<file path="config.mk">
export PLATFORM = sky130hd
export DESIGN_NAME = multicycle_rv_control_unit_top
export DESIGN_NICKNAME = d
export VERILOG_FILES = /design/src/mrcu_pkg.sv /design/src/multicycle_rv_control_unit_top.sv /design/src/mrcu_load_size.sv /design/src/mrcu_step.sv
export SDC_FILE = /design/constraint.sdc
export NUM_CORES = 1
export LEC_CHECK = 0
export BUFFER_PORTS_ARGS = -buffer_cell sky130_fd_sc_hd__buf_2
export CAP_MARGIN = 20
export CORE_ASPECT_RATIO = 1.5
export CORE_MARGIN = 8
export CORE_UTILIZATION = 30
export CTS_CLUSTER_SIZE = 40
export DETAILED_ROUTE_END_ITERATION = 8
export PLACE_DENSITY = 0.54
export SYNTH_ARGS = -nofsm -noshare
export SYNTH_HDL_FRONTEND = slang
export SYNTH_SLANG_ARGS = --single-unit
</file>
<file path="constraint.sdc">
create_clock -name clk -period 1.9 [get_ports clk]
set_input_delay 0.57 -clock clk [delete_from_list [all_inputs] [get_ports clk]]
set_output_delay 0.57 -clock clk [all_outputs]
set_load 0.1 [all_outputs]
</file>
<file path="src/mrcu_pkg.sv">
// ----------------------------------------------------------------------------
// mrcu_pkg
// Shared types, codes and helpers for the multicycle control unit.
// ----------------------------------------------------------------------------
package mrcu_pkg;

  localparam int unsigned XLEN = 32;
  localparam int unsigned REGW = 5;
  localparam int unsigned F3W  = 3;

  typedef enum logic [2:0] {
    PH_FETCH     = 3'd0,
    PH_DECODE    = 3'd1,
    PH_MEMADDR   = 3'd2,
    PH_MEMREAD   = 3'd3,
    PH_MEMWRITE  = 3'd4,
    PH_EXECUTE   = 3'd5,
    PH_REGWRBACK = 3'd6
  } phase_t;

  localparam logic [6:0] OP_LOAD  = 7'h03;
  localparam logic [6:0] OP_IMM   = 7'h13;
  localparam logic [6:0] OP_STORE = 7'h23;

  localparam logic [2:0] F3_LB  = 3'd0;
  localparam logic [2:0] F3_LH  = 3'd1;
  localparam logic [2:0] F3_LBU = 3'd4;
  localparam logic [2:0] F3_LHU = 3'd5;

  localparam logic [1:0] BSEL_REG  = 2'd0;
  localparam logic [1:0] BSEL_FOUR = 2'd1;
  localparam logic [1:0] BSEL_IMM  = 2'd2;

  localparam logic [XLEN-1:0] IMM_SIGN_FILL = 32'hFFFF_F000;

  // Full architectural state; the visible part doubles as the result.
  typedef struct packed {
    phase_t            phase;
    logic [XLEN-1:0]   instr;
    logic              addr_from_alu;
    logic              reg_write_en;
    logic              mem_write_en;
    logic              mem_to_reg_sel;
    logic              alu_a_sel;
    logic [1:0]        alu_b_sel;
    logic [REGW-1:0]   src1_index;
    logic [REGW-1:0]   src2_index;
    logic [REGW-1:0]   dest_index;
    logic [XLEN-1:0]   immediate;
    logic [F3W-1:0]    func_code;
    logic [XLEN-1:0]   load_value;
  } ctrl_state_t;

  function automatic logic [XLEN-1:0] imm_i(input logic [XLEN-1:0] w);
    logic [XLEN-1:0] v;
    v = {20'd0, w[31:20]};
    return w[31] ? (IMM_SIGN_FILL | v) : v;
  endfunction

  function automatic logic [XLEN-1:0] imm_s(input logic [XLEN-1:0] w);
    logic [XLEN-1:0] v;
    v = {20'd0, w[31:25], w[11:7]};
    return w[31] ? (IMM_SIGN_FILL | v) : v;
  endfunction

endpackage

</file>
<file path="src/multicycle_rv_control_unit_top.sv">
// ----------------------------------------------------------------------------
// multicycle_rv_control_unit_top
// Multicycle control unit for RV32 loads, stores and immediate-ALU ops.
// ----------------------------------------------------------------------------
// Each input beat is one tick of the controlled datapath: it carries the
// instruction bus word, the memory data_ready flag and the memory read word.
// Every accepted beat advances the phase sequence (Fetch, Decode, MemAddr or
// Execute, MemRead or MemWrite, RegWrBack) by exactly one step and yields
// exactly one result beat: the control outputs as they stand after that
// tick. Fetch and MemRead hold until data_ready is seen; an unknown opcode
// sends the unit back to Fetch with no output changed. Throughput is one beat
// per clock: the next-state logic is a single short combinational pass
// between the state register and itself, and the state register also serves
// as the result register. A new beat is taken in the same cycle that the
// previous result is taken, so input and output only stall each other when
// the output side holds off out_ready. out_valid rises in the cycle after
// input acceptance.
// ----------------------------------------------------------------------------
module multicycle_rv_control_unit_top
  import mrcu_pkg::*;
(
  input  logic            clk,
  input  logic            rst,

  input  logic            in_valid,
  output logic            in_ready,
  input  logic [XLEN-1:0] instr_word,
  input  logic            data_ready,
  input  logic [XLEN-1:0] mem_read_data,

  output logic            out_valid,
  input  logic            out_ready,
  output logic            addr_from_alu,
  output logic            reg_write_en,
  output logic            mem_write_en,
  output logic            mem_to_reg_sel,
  output logic            alu_a_sel,
  output logic [1:0]      alu_b_sel,
  output logic [REGW-1:0] src1_index,
  output logic [REGW-1:0] src2_index,
  output logic [REGW-1:0] dest_index,
  output logic [XLEN-1:0] immediate,
  output logic [F3W-1:0]  func_code,
  output logic [XLEN-1:0] load_value
);

  ctrl_state_t st;
  ctrl_state_t st_next;
  logic        in_fire;

  // Take a beat whenever the result slot is empty or being drained.
  assign in_ready = !out_valid || out_ready;
  assign in_fire  = in_valid && in_ready;

  mrcu_step u_step (
    .cur           (st),
    .instr_word    (instr_word),
    .data_ready    (data_ready),
    .mem_read_data (mem_read_data),
    .nxt           (st_next)
  );

  // State register; it only moves on an accepted beat, so a stalled result
  // is held steady for free.
  always_ff @(posedge clk) begin
    if (rst) begin
      st        <= '0;  // all zero is Fetch with every output cleared
      out_valid <= 1'b0;
    end else begin
      if (in_fire) begin
        st        <= st_next;
        out_valid <= 1'b1;
      end else if (out_ready) begin
        out_valid <= 1'b0;
      end
    end
  end

  assign addr_from_alu  = st.addr_from_alu;
  assign reg_write_en   = st.reg_write_en;
  assign mem_write_en   = st.mem_write_en;
  assign mem_to_reg_sel = st.mem_to_reg_sel;
  assign alu_a_sel      = st.alu_a_sel;
  assign alu_b_sel      = st.alu_b_sel;
  assign src1_index     = st.src1_index;
  assign src2_index     = st.src2_index;
  assign dest_index     = st.dest_index;
  assign immediate      = st.immediate;
  assign func_code      = st.func_code;
  assign load_value     = st.load_value;

endmodule

</file>
<file path="src/mrcu_load_size.sv">
// ----------------------------------------------------------------------------
// mrcu_load_size
// Sizes the memory read word by funct3: byte, halfword or word.
// ----------------------------------------------------------------------------
module mrcu_load_size
  import mrcu_pkg::*;
(
  input  logic [F3W-1:0]  func_code,
  input  logic [XLEN-1:0] rdata,
  output logic [XLEN-1:0] sized
);

  always_comb begin
    unique case (func_code)
      F3_LB:   sized = {{24{rdata[7]}}, rdata[7:0]};
      F3_LH:   sized = {{16{rdata[15]}}, rdata[15:0]};
      F3_LBU:  sized = {24'd0, rdata[7:0]};
      F3_LHU:  sized = {16'd0, rdata[15:0]};
      default: sized = rdata;  // word, and the undefined codes
    endcase
  end

endmodule

</file>
<file path="src/mrcu_step.sv">
// ----------------------------------------------------------------------------
// mrcu_step
// Next-state logic: one phase of the control sequence per beat.
// ----------------------------------------------------------------------------
module mrcu_step
  import mrcu_pkg::*;
(
  input  ctrl_state_t     cur,
  input  logic [XLEN-1:0] instr_word,
  input  logic            data_ready,
  input  logic [XLEN-1:0] mem_read_data,
  output ctrl_state_t     nxt
);

  logic [6:0]      opc_held;
  logic [6:0]      opc_in;
  logic [F3W-1:0]  f3_held;
  logic [XLEN-1:0] load_sized;

  assign opc_held = cur.instr[6:0];
  assign opc_in   = instr_word[6:0];
  assign f3_held  = cur.instr[14:12];

  mrcu_load_size u_load_size (
    .func_code (f3_held),
    .rdata     (mem_read_data),
    .sized     (load_sized)
  );

  always_comb begin
    nxt       = cur;
    nxt.phase = PH_FETCH;
    unique case (cur.phase)
      PH_FETCH: begin
        nxt.addr_from_alu = 1'b0;
        nxt.reg_write_en  = 1'b0;
        nxt.mem_write_en  = 1'b0;
        if (data_ready) begin
          nxt.alu_a_sel = 1'b0;
          nxt.alu_b_sel = BSEL_FOUR;
          nxt.phase     = PH_DECODE;
        end else begin
          nxt.phase     = PH_FETCH;
        end
      end
      PH_DECODE: begin
        nxt.instr = instr_word;
        if (opc_in == OP_LOAD || opc_in == OP_STORE || opc_in == OP_IMM) begin
          nxt.src1_index = instr_word[19:15];
          nxt.immediate  = (opc_in == OP_STORE) ? imm_s(instr_word) : imm_i(instr_word);
          nxt.func_code  = instr_word[14:12];
          nxt.phase      = (opc_in == OP_IMM) ? PH_EXECUTE : PH_MEMADDR;
        end
      end
      PH_MEMADDR: begin
        nxt.alu_a_sel = 1'b1;
        nxt.alu_b_sel = BSEL_IMM;
        nxt.phase     = (opc_held == OP_STORE) ? PH_MEMWRITE : PH_MEMREAD;
      end
      PH_EXECUTE: begin
        nxt.alu_a_sel = 1'b1;
        nxt.alu_b_sel = BSEL_IMM;
        nxt.phase     = PH_REGWRBACK;
      end
      PH_MEMREAD: begin
        nxt.addr_from_alu = 1'b1;
        if (data_ready) begin
          nxt.load_value = load_sized;
          nxt.phase      = PH_REGWRBACK;
        end else begin
          nxt.phase      = PH_MEMREAD;
        end
      end
      PH_MEMWRITE: begin
        nxt.addr_from_alu = 1'b1;
        nxt.src2_index    = cur.instr[24:20];
        nxt.mem_write_en  = 1'b1;
      end
      PH_REGWRBACK: begin
        nxt.dest_index     = cur.instr[11:7];
        nxt.reg_write_en   = 1'b1;
        nxt.mem_to_reg_sel = (opc_held == OP_LOAD);
        nxt.func_code      = f3_held;
      end
      default: begin
        // unused phase code: hold everything, back to Fetch
      end
    endcase
  end

endmodule

</file>
# Word-level counts from Yosys, hierarchy flattened
# Cells that the tools add are included.
# Widths: inputs -> output; s select.
# classes
eq_ne,16
mux,19
n_reduce_logical,25
# ops
operator,n
$pmux 32 s4,1
$mux 32,3
$mux 3,6
$eq 3x3->1 const B,5
$pmux 3 s5,1
$eq 7x2->1 const B,2
$eq 7x6->1 const B,2
$pmux 3 s2,2
$reduce_and 2->1,6
$reduce_and 3->1,4
$reduce_bool 2->1,6
$eq 7x5->1 const B,1
$eq 3x1->1 const B,2
$eq 3x2->1 const B,2
$logic_not 3->1,2
$pmux 1 s2,3
$reduce_or 2->1,2
$logic_or 1x1->1,3
$mux 1,3
$ne 2x1->1 const B,1
$ne 2x2->1 const B,1
$logic_and 1x1->1,1
$logic_not 1->1,1
# totals
input_bits,69
register_bits,118
wordCells,75
out_inout_bits,91

# Logic depth before layout (Yosys ltp)
# Gate-level depths: netlist of run 1.
# depth
word_depth,5
ltp_mapped,7
mapped_depth_nobuf,5

# By module
# Synthesis of run 1 repeated with hierarchy kept, for this count alone.
# hier_totals
cells_unflattened,1015
hier_area_um2,8187.9
# modules_own_cells
module,area_each_um2,cells_per_inst,seq_area_each_um2,n_inst
multicycle_rv_control_unit_top,6017.0,654,2502.4,1
mrcu_step,1815.5,294,0.0,1
mrcu_load_size,355.3,67,0.0,1

# Least setup slack after synthesis of run 1
# OpenSTA, ideal clock, no wires.
# synth_timing
kind,register -> register
start,register out_valid
end,register st (netlist bit func_code[2])
setup_slack_ps,-513
t_arrival_ps,2289
setup_ps,123
required_ps,1777
path_buffers,0
path_stages_with_launch,6
synth_period_minus_slack_ps,2413
cell_sequence,dfxtp_1 > and2b_2 > inv_2 > nand3_1 > o21ai_2 > mux2_1
# synth_between
elab_chain_len,4
# synth_rtl
element,line_no,rtl
start: declaration,multicycle_rv_control_unit_top.sv:31,"output logic out_valid,"
start signal: assignment,multicycle_rv_control_unit_top.sv:68,out_valid <= 1'b0;
start signal: assignment,multicycle_rv_control_unit_top.sv:72,out_valid <= 1'b1;
start signal: assignment,multicycle_rv_control_unit_top.sv:74,out_valid <= 1'b0;
$logic_not 1->1,multicycle_rv_control_unit_top.sv:52,assign in_ready = !out_valid || out_ready;
$logic_or 1x1->1,multicycle_rv_control_unit_top.sv:52,
named net in_ready,multicycle_rv_control_unit_top.sv:26,"output logic in_ready,"
$logic_and 1x1->1,multicycle_rv_control_unit_top.sv:53,assign in_fire = in_valid && in_ready;
$reduce_and 3->1 (no line),n/a,
end signal: assignment,multicycle_rv_control_unit_top.sv:71,st <= st_next;
end: declaration,multicycle_rv_control_unit_top.sv:47,ctrl_state_t st;
# The timed path passes the listed nets, and every way through them passes these cells.
# A chain may end at the register's enable or synchronous reset.

# Worst setup path after layout of run 1
# layout_timing
start,input port out_ready
end,output port in_ready
# layout_between
elab_chain_len,1
# layout_rtl
element,line_no,rtl
start: declaration,multicycle_rv_control_unit_top.sv:32,"input logic out_ready,"
$logic_or 1x1->1,multicycle_rv_control_unit_top.sv:52,
end: declaration,multicycle_rv_control_unit_top.sv:26,
# Every way passes these cells.

==> results of run 1 <==
layout make-up:
cell class / count / area, um^2
multi-input cells: 299 / 1680
clock inverters: 7 / 56.3
inverters: 6 / 27.5
fillers: 1453 / 8850
repair buffers: 192 / 1460
flip-flops and latches: 92 / 1840
clock buffers: 9 / 225
well taps: 196 / 245
kinds of logic (layout without fill, tap and decap cells):
kind of cell,count (synthesis),in the layout,share of synthesized area
buffers and inverters,124,214,0.189
flip-flops,92,92,0.424
AO/OA/AOI/OAI,111,111,0.157
multiplexers,28,28,0.0647
AND/OR/NAND/NOR,160,160,0.165
synth_stat cells, drive strengths merged:
cell type / count / area share
a41oi: 1 / 0.0020
o2111ai: 1 / 0.0020
o31ai: 1 / 0.0017
nor2b: 5 / 0.0072
a31oi: 3 / 0.0043
clkbuf: 18 / 0.016
a21o: 1 / 0.0017
nand3b: 1 / 0.0026
o21ai: 19 / 0.023
mux2: 1 / 0.0026
buf: 100 / 0.17
a211oi: 33 / 0.057
a21oi: 45 / 0.052
dfxtp: 92 / 0.42
and3: 3 / 0.0043
nand3: 15 / 0.017
o211a: 1 / 0.0023
or2: 1 / 0.0014
o211ai: 1 / 0.0017
o31a: 2 / 0.0040
or3: 1 / 0.0014
nor4bb: 1 / 0.0023
nor2: 48 / 0.041
mux2i: 27 / 0.062
nand4b: 4 / 0.0081
o311ai: 1 / 0.0020
o22ai: 1 / 0.0014
nand2: 70 / 0.060
nor3: 3 / 0.0060
and3b: 1 / 0.0020
nand4: 5 / 0.0072
inv: 6 / 0.0052
and2b: 1 / 0.0020
nor3b: 1 / 0.0017
o22a: 1 / 0.0020
worst max path at each step:
stage | start | end | slack (ns)
floorplan | out_ready | func_code[2] | -0.01
global placement | out_ready | func_code[2] | -0.08
detailed placement | out_ready | func_code[2] | -0.12
CTS | out_ready | in_ready | 0.10
global route | st[121] | immediate[6] | -0.01
finish | out_ready | in_ready | 0.10
worst max-delay path, stage by stage:
cell and delay (ns):
buf_2 0.10, and2b_2 0.31, inv_6 0.07, buf_12 0.16
report_power, final:
group / internal (uW) / total [uW] / switching, uW
registers: 1950 / 1960 / 13.1
logic: 123 / 338 / 216
clock network: 906 / 1710 / 802
stage by stage:
| stage | setup TNS, ns | cells | power (uW) | utilization |
|---|---|---|---|---|
| floorplan | -0.0144 | 515 | 2200 | - |
| global placement | -0.302 | 785 | 2340 | 0.366 |
| detailed placement | -0.966 | 785 | 2340 | 0.366 |
| CTS | 0 | 801 | 4070 | 0.385 |
| global route | -0.0297 | 801 | 4170 | 0.385 |
| finish | 0 | 801 | 4010 | 0.385 |
registers in the layout, summed over array words and instances (netlist names):
name,flops
dest_index,5
load_value,32
alu_a_sel,1
alu_b_sel,1
addr_from_alu,1
mem_to_reg_sel,1
reg_write_en,1
src2_index,5
out_valid,1
func_code,3
immediate,12
src1_index,5
mem_write_en,1
st,23
routing by layer:
layer  wire length, um  share of wire  up-vias  global-route usage
li1                  -              -     1844                   -
met1              4900           0.40     1691               0.142
met2              5790           0.48      130               0.216
met3              1190          0.099       14              0.0522
met4               214          0.018        2              0.0553
met5                12        0.00099        -                   0
==> reports/metrics.yaml, run 1 <==
hold_path.class: "reg -> reg"
holdWs_ns: 0.454
cts-resized-gates: 0
first_pass_iters: 4
die_w_um: 114
grt_pass1_wl_um: 19100
worstMarginPinSlew_ns: 0.518
required_ns: 1.33
report.final.slew_viol_count: 0
fin_area_um2: 5540
wire_per_inst_um: 15.1
seq_area_frac_synth: 0.424
rrSetupSlack_ns: 0.16
grt.total_usage: 0.129
clk_latency_ns: 0.34
ys_ff_latch: 92
p_leak_uw: 0.00239
finalWirelength_um: 12100
post-route-period-util: 0.947
start_kind: "primary input"
netlist_area_um2: 4350
reg2reg_from: "st[121]"
htree_levels: 3
cts_tree: "built"
final_layout_size_suffix_gt1_frac: 0.355
core_area_um2: 14400
cts_num_sinks: 92
antenna_found_initial: 1
hold_path_end: "st[98]"
cts_buffers: 9
gp_congestion: 0.895
drtAntennaViolNets: 0
critical_path_arrival_ns: 1.23
drc: 0
run_status: "finished, final reports clean"
synth_area_per_cell_um2: 8.44
start_util: 0.302
ir_drop_mv: 0.351
cap_violations: 0
rows: 54
die_area_um2: 18700
final.setup_skew_ns: 0.00801
hold_path_depth: 2
max_slew_margin: 0.657
mostFrequentLayoutCells: "buf_2 (137), dfxtp_1 (90), nand2_1 (70), nor2_1 (48), a21oi_1 (45)"
critPathMaxFanout: 9
syn_nets: 584
vias: 3681
root_buffer: "clkbuf_16"
r2r_end: "func_code[0]"
placed_area_um2: 5260
numPortBuffers: 159
rsz0062_at_grt: "true"
min_from: "st[98]"
n_antenna_cell: 0
setup_viol: 0
routed_via_density: 4.60
synthToLayoutAreaGrowth_pct: 27.5
cts_setup_buffers: 0
fmax_mhz: 556
setup_ws_ns: 0.100
fp.dieH_um: 163
final_net_count: 669
period_needed_ns: 1.80
hold_buffers: 0
grt_max_degree: 33
netlist_instances: 515
io_pins: 160
p_per_area_nw_per_um2: 723
place_ws_ns: -0.117
drt_iter0_drc: 246
hold_viol_final: 0
cts_max_path_buffers: 2
final_common_cell: "buf_2"
hpwl_um: 9520
cp-end-kind: "primary output"
path_clk_slew_ns: 0.07
ys_types: 41
path_class: "in -> out"
grt_pass1_vias: 3688
overflow: 0
reg2reg_depth: 6
yosys_warnings: 0
Note: power is estimated with default switching activity, not from simulation.
==> run 2, diff against run 1 <==
--- a/config.mk
+++ b/config.mk
@@ -9,10 +9,11 @@
 export CAP_MARGIN = 20
 export CORE_ASPECT_RATIO = 1.5
 export CORE_MARGIN = 8
-export CORE_UTILIZATION = 30
+export CORE_UTILIZATION = 45
 export CTS_CLUSTER_SIZE = 40
 export DETAILED_ROUTE_END_ITERATION = 8
-export PLACE_DENSITY = 0.54
+export PLACE_DENSITY = 0.76
+export REMOVE_ABC_BUFFERS = 1
 export SYNTH_ARGS = -nofsm -noshare
 export SYNTH_HDL_FRONTEND = slang
 export SYNTH_SLANG_ARGS = --single-unit
==> run 2 against run 1 <==
  * Clock skew about the same
  * Routed wire length decreased by 5.4%
  * Setup slack got worse by 0.0067 ns
  * Clock power about the same
  * Total power down 0.56%
==> reports/metrics.yaml, run 2 (same netlist as run 1, synthesis figures left out) <==
hold_path_depth: 2
vias: 3706
final.setup_skew_ns: 0.00794
grt_pass1_vias: 3679
n_antenna_cell: 0
r2r_end: "dest_index[0]"
wire_per_inst_um: 16.0
grt.total_usage: 0.171
cp-end-kind: "flop"
final_layout_size_suffix_gt1_frac: 0.349
hpwl_um: 8810
start_util: 0.457
fillCellCount: 852
first_pass_iters: 4
critPathMaxFanout: 8
drt_iter0_drc: 170
multiInputGateArea_um2: 1690
path_clk_slew_ns: 0.07
fin_tns_setup_ns: 0
cts_tree: "built"
worstMarginPinSlew_ns: 0.514
cts_buffers: 9
hold_viol_final: 0
finalNonFillerCells: 716
gr-usage-met1: 0.189
min_from: "st[90]"
run_status: "finished, final reports clean"
report.final.slew_viol_count: 0
cap_violations: 0
die_w_um: 96.3
root_buffer: "clkbuf_16"
grt_busiest_layer: "met2"
gp_congestion: 0.884
cts_num_sinks: 92
reg2reg_from: "st[123]"
period_needed_ns: 1.81
setup_viol: 0
max_slew_margin: 0.660
final_common_cell: "buf_2"
rrSetupSlack_ns: 0.09
reg2reg_depth: 6
critical_path_arrival_ns: 2.03
finalWirelength_um: 11500
fmax_mhz: 554
seqCellArea_um2: 1840
drtAntennaViolNets: 0
post-route-period-util: 0.951
drc: 0
hold_buffers: 0
use_met2: 0.286
overflow: 0
start_kind: "flop"
largest_register_ffs: 32
grt_pass1_wl_um: 17800
htree_levels: 3
fp.dieH_um: 136
use_met3: 0.0475
grt_max_degree: 33
final_net_count: 665
numPortBuffers: 159
required_ns: 2.12
dpl.cell_count: 700
core_area_um2: 9520
antenna_found_initial: 0
mostFrequentLayoutCells: "buf_2 (137), dfxtp_1 (92), nand2_1 (70), nor2_1 (48), a21oi_1 (45)"
cts_max_path_buffers: 2
hold_path_end: "st[90]"
synthToLayoutAreaGrowth_pct: 24.3
holdWs_ns: 0.456
p_per_area_nw_per_um2: 737
fin_util: 0.567
hold_path.class: "reg -> reg"
die_area_um2: 13100
routed_via_density: 5.18
clk_latency_ns: 0.33
p_leak_uw: 0.00236
ir_drop_mv: 0.522
path_class: "reg -> reg"
rows: 44
io_pins: 160
==> run 2: through the flow <==
stage | power, uW | worst slack (ns) | cell area (um^2)
floorplan | 2150 | -13.65 | 3550
global placement | 2330 | 0.0758 | 5110
detailed placement | 2340 | -0.000788 | 5110
CTS | 4020 | 0.0929 | 5400
global route | 4130 | -0.0195 | 5400
finish | 3980 | 0.0935 | 5400
==> run 2: area by class of cell <==
type | instances | area share
Multi-Input combinational cell | 299 | 0.312
Clock inverter | 6 | 0.00903
Sequential cell | 92 | 0.341
Inverter | 6 | 0.00417
Timing Repair Buffer | 188 | 0.263
Clock buffer | 10 | 0.0442
Tap cell | 115 | 0.0266
==> run 2: where the power goes <==
group / switching [uW] / internal [uW] / total, uW
Clock: 756 / 931 / 1690
Combinational: 210 / 123 / 333
Sequential: 16.5 / 1950 / 1960
==> run 2: worst max-delay path by stage <==
stage	startpoint	end	slack [ns]
after floorplan	immediate[30]	immediate[30]	-13.65
after global placement	out_ready	func_code[2]	0.08
after detailed placement	out_ready	st[122]	-0.0008
after CTS	st[121]	immediate[4]	0.09
after global routing	st[121]	immediate[3]	-0.02
final	st[123]	dest_index[0]	0.09
==> run 2: repair_timing <==
action | 4_1_cts | 5_1_grt
endpoints found under the setup margin | 0 | 7
setup buffers | 0 | 0
resized for setup | 0 | 1
==> run 2: layer usage <==
layer | wire [um] | share of wire
met5 | 0 | 0
met4 | 340 | 0.030
met3 | 723 | 0.063
met2 | 6030 | 0.53
met1 | 4360 | 0.38
==> run 2: worst max-delay path: stages (launching register included) <==
cell      delay (ns)
dfxtp_1         0.52
buf_4           0.21
nand3b_2        0.16
or3_1           0.39
buf_4           0.20
mux2i_1         0.16
nor2_1          0.06
==> run 3, diff against run 2 <==
--- a/config.mk
+++ b/config.mk
@@ -7,12 +7,14 @@
 export LEC_CHECK = 0
 export BUFFER_PORTS_ARGS = -buffer_cell sky130_fd_sc_hd__buf_2
 export CAP_MARGIN = 20
+export CELL_PAD_IN_SITES_DETAIL_PLACEMENT = 1
+export CELL_PAD_IN_SITES_GLOBAL_PLACEMENT = 2
 export CORE_ASPECT_RATIO = 1.5
 export CORE_MARGIN = 8
-export CORE_UTILIZATION = 45
+export CORE_UTILIZATION = 25
 export CTS_CLUSTER_SIZE = 40
 export DETAILED_ROUTE_END_ITERATION = 8
-export PLACE_DENSITY = 0.76
+export PLACE_DENSITY = 0.75
 export REMOVE_ABC_BUFFERS = 1
 export SYNTH_ARGS = -nofsm -noshare
 export SYNTH_HDL_FRONTEND = slang
==> run 3 against run 2 <==
  * Sequential share of layout area fell by 1.2 points
  * Cell area rose by 3.6%
  * Core utilization decreased by 24 points
  * Final cell count grew 14%
  * Clock power up 15%
  * Combinational power is 4% higher
  * Non-clock buffer count increased by 4
  * Count of clock-buffer cells in the layout shrank 1
  * Setup slack worse by 0.041 ns
  * Critical path depth decreased by 2
  * Total power up 6.7%
  * Worst hold slack gained 0.0038 ns
  * Largest cell class unchanged
==> reports/metrics.yaml, run 3 (same netlist as run 1, synthesis figures left out) <==
fillCellCount: 2041
final_layout_size_suffix_gt1_frac: 0.351
finalNonFillerCells: 817
hold_viol_final: 0
drt_iter0_drc: 161
p_per_area_nw_per_um2: 759
critPathMaxFanout: 9
fp.dieH_um: 178
dpl.cell_count: 802
path_delay_family: "buffers and inverters"
cts_setup_buffers: 0
root_buffer: "clkbuf_16"
crit_buf_inv: 3
antenna_found_initial: 5
setup_ws_ns: 0.0524
htree_levels: 3
final_common_cell: "buf_2"
core_area_um2: 17200
grt_pass1_vias: 4068
worstMarginPinSlew_ns: 0.526
hpwl_um: 11300
holdWs_ns: 0.460
vias: 3785
drtAntennaViolNets: 0
rsz0062_at_grt: "false"
cts_num_sinks: 92
hold_path.class: "reg -> reg"
overflow: 0
die_w_um: 124
die_area_um2: 22000
p_leak_uw: 0.00240
start_util: 0.253
run_status: "finished, final reports clean"
max_slew_margin: 0.652
crit_chain: "buf_2 > and2b_2 > inv_2 > buf_12"
fin_area_um2: 5600
cp-end-kind: "primary output"
n_antenna_cell: 0
first_pass_iters: 4
ir_drop_mv: 0.380
fmax_mhz: 541
path_class: "in -> out"
grt_pass1_wl_um: 21900
place_ws_ns: -0.0857
mostFrequentLayoutCells: "buf_2 (136), dfxtp_1 (92), nand2_1 (70), nor2_1 (48), a21oi_1 (45)"
finalWirelength_um: 14100
setup_viol: 0
gp_congestion: 0.781
routed_via_density: 4.63
synthToLayoutAreaGrowth_pct: 28.7
rows: 59
cap_violations: 0
cts_buffers: 9
largest_register_ffs: 32
grt.total_usage: 0.129
critical_path_arrival_ns: 1.28
period_needed_ns: 1.85
post-route-period-util: 0.972
slowest_delay_ns: 0.25
cts_max_path_buffers: 2
cts_tree: "built"
final.setup_skew_ns: 0.00734
placed_area_um2: 5280
start_kind: "primary input"
path_clk_slew_ns: 0.07
fin_tns_setup_ns: 0
cts-resized-gates: 0
io_pins: 160
required_ns: 1.33
grt_max_degree: 36
hold_buffers: 0
slowest_stage: "and2b_2"
clk_latency_ns: 0.34
final_net_count: 669
numPortBuffers: 159
drc: 0
report.final.slew_viol_count: 0
wire_per_inst_um: 17.3
==> run 3: power breakdown <==
group	total [uW]	internal, uW	switching [uW]	leakage (uW)
Sequential	1960	1950	14.8	0.000742
Combinational	345	121	223	0.00151
Clock	1940	1160	783	0.000153
==> run 3: through the flow <==
step / total power [uW] / utilization
finish: 4250 / 0.325
global route: 4430 / 0.325
CTS: 4330 / 0.325
detailed placement: 2350 / 0.307
global placement: 2340 / 0.307
floorplan: 2150 / -
==> run 3: worst paths after layout <==
check | from | endpoint | slack [ns] | depth (start not counted)
worst min-delay path | st[91] | st[91] | 0.46 | 2
worst max register to register | st[121] | func_code[0] | 0.20 | 5
worst min register to register | st[91] | st[91] | 0.46 | 2
worst max-delay path | out_ready | in_ready | 0.05 | 4
==> run 3: tightest hold or removal path: cells and delay by family (launching register included) <==
kind | cells | cell delay, ns
flip-flops | 1 | 0.31
AO/OA/AOI/OAI | 1 | 0.05
AND/OR/NAND/NOR | 1 | 0.05
==> run 3: cell type report <==
type,instances,area (um^2),area share
clock buffers,9,225,0.0402
well taps,213,267,0.0476
multi-input cells,299,1680,0.301
flip-flops and latches,92,1840,0.329
inverters,6,22.5,0.00402
clock inverters,6,93.8,0.0168
repair buffers,192,1460,0.262
==> run 3: routing by layer <==
metal	vias up	global-route usage	share of wire
met1	1785	0.135	0.38
met5	-	0	0.0039
li1	1840	-	-
met3	38	0.0475	0.078
met4	10	0.0625	0.032
met2	112	0.222	0.51
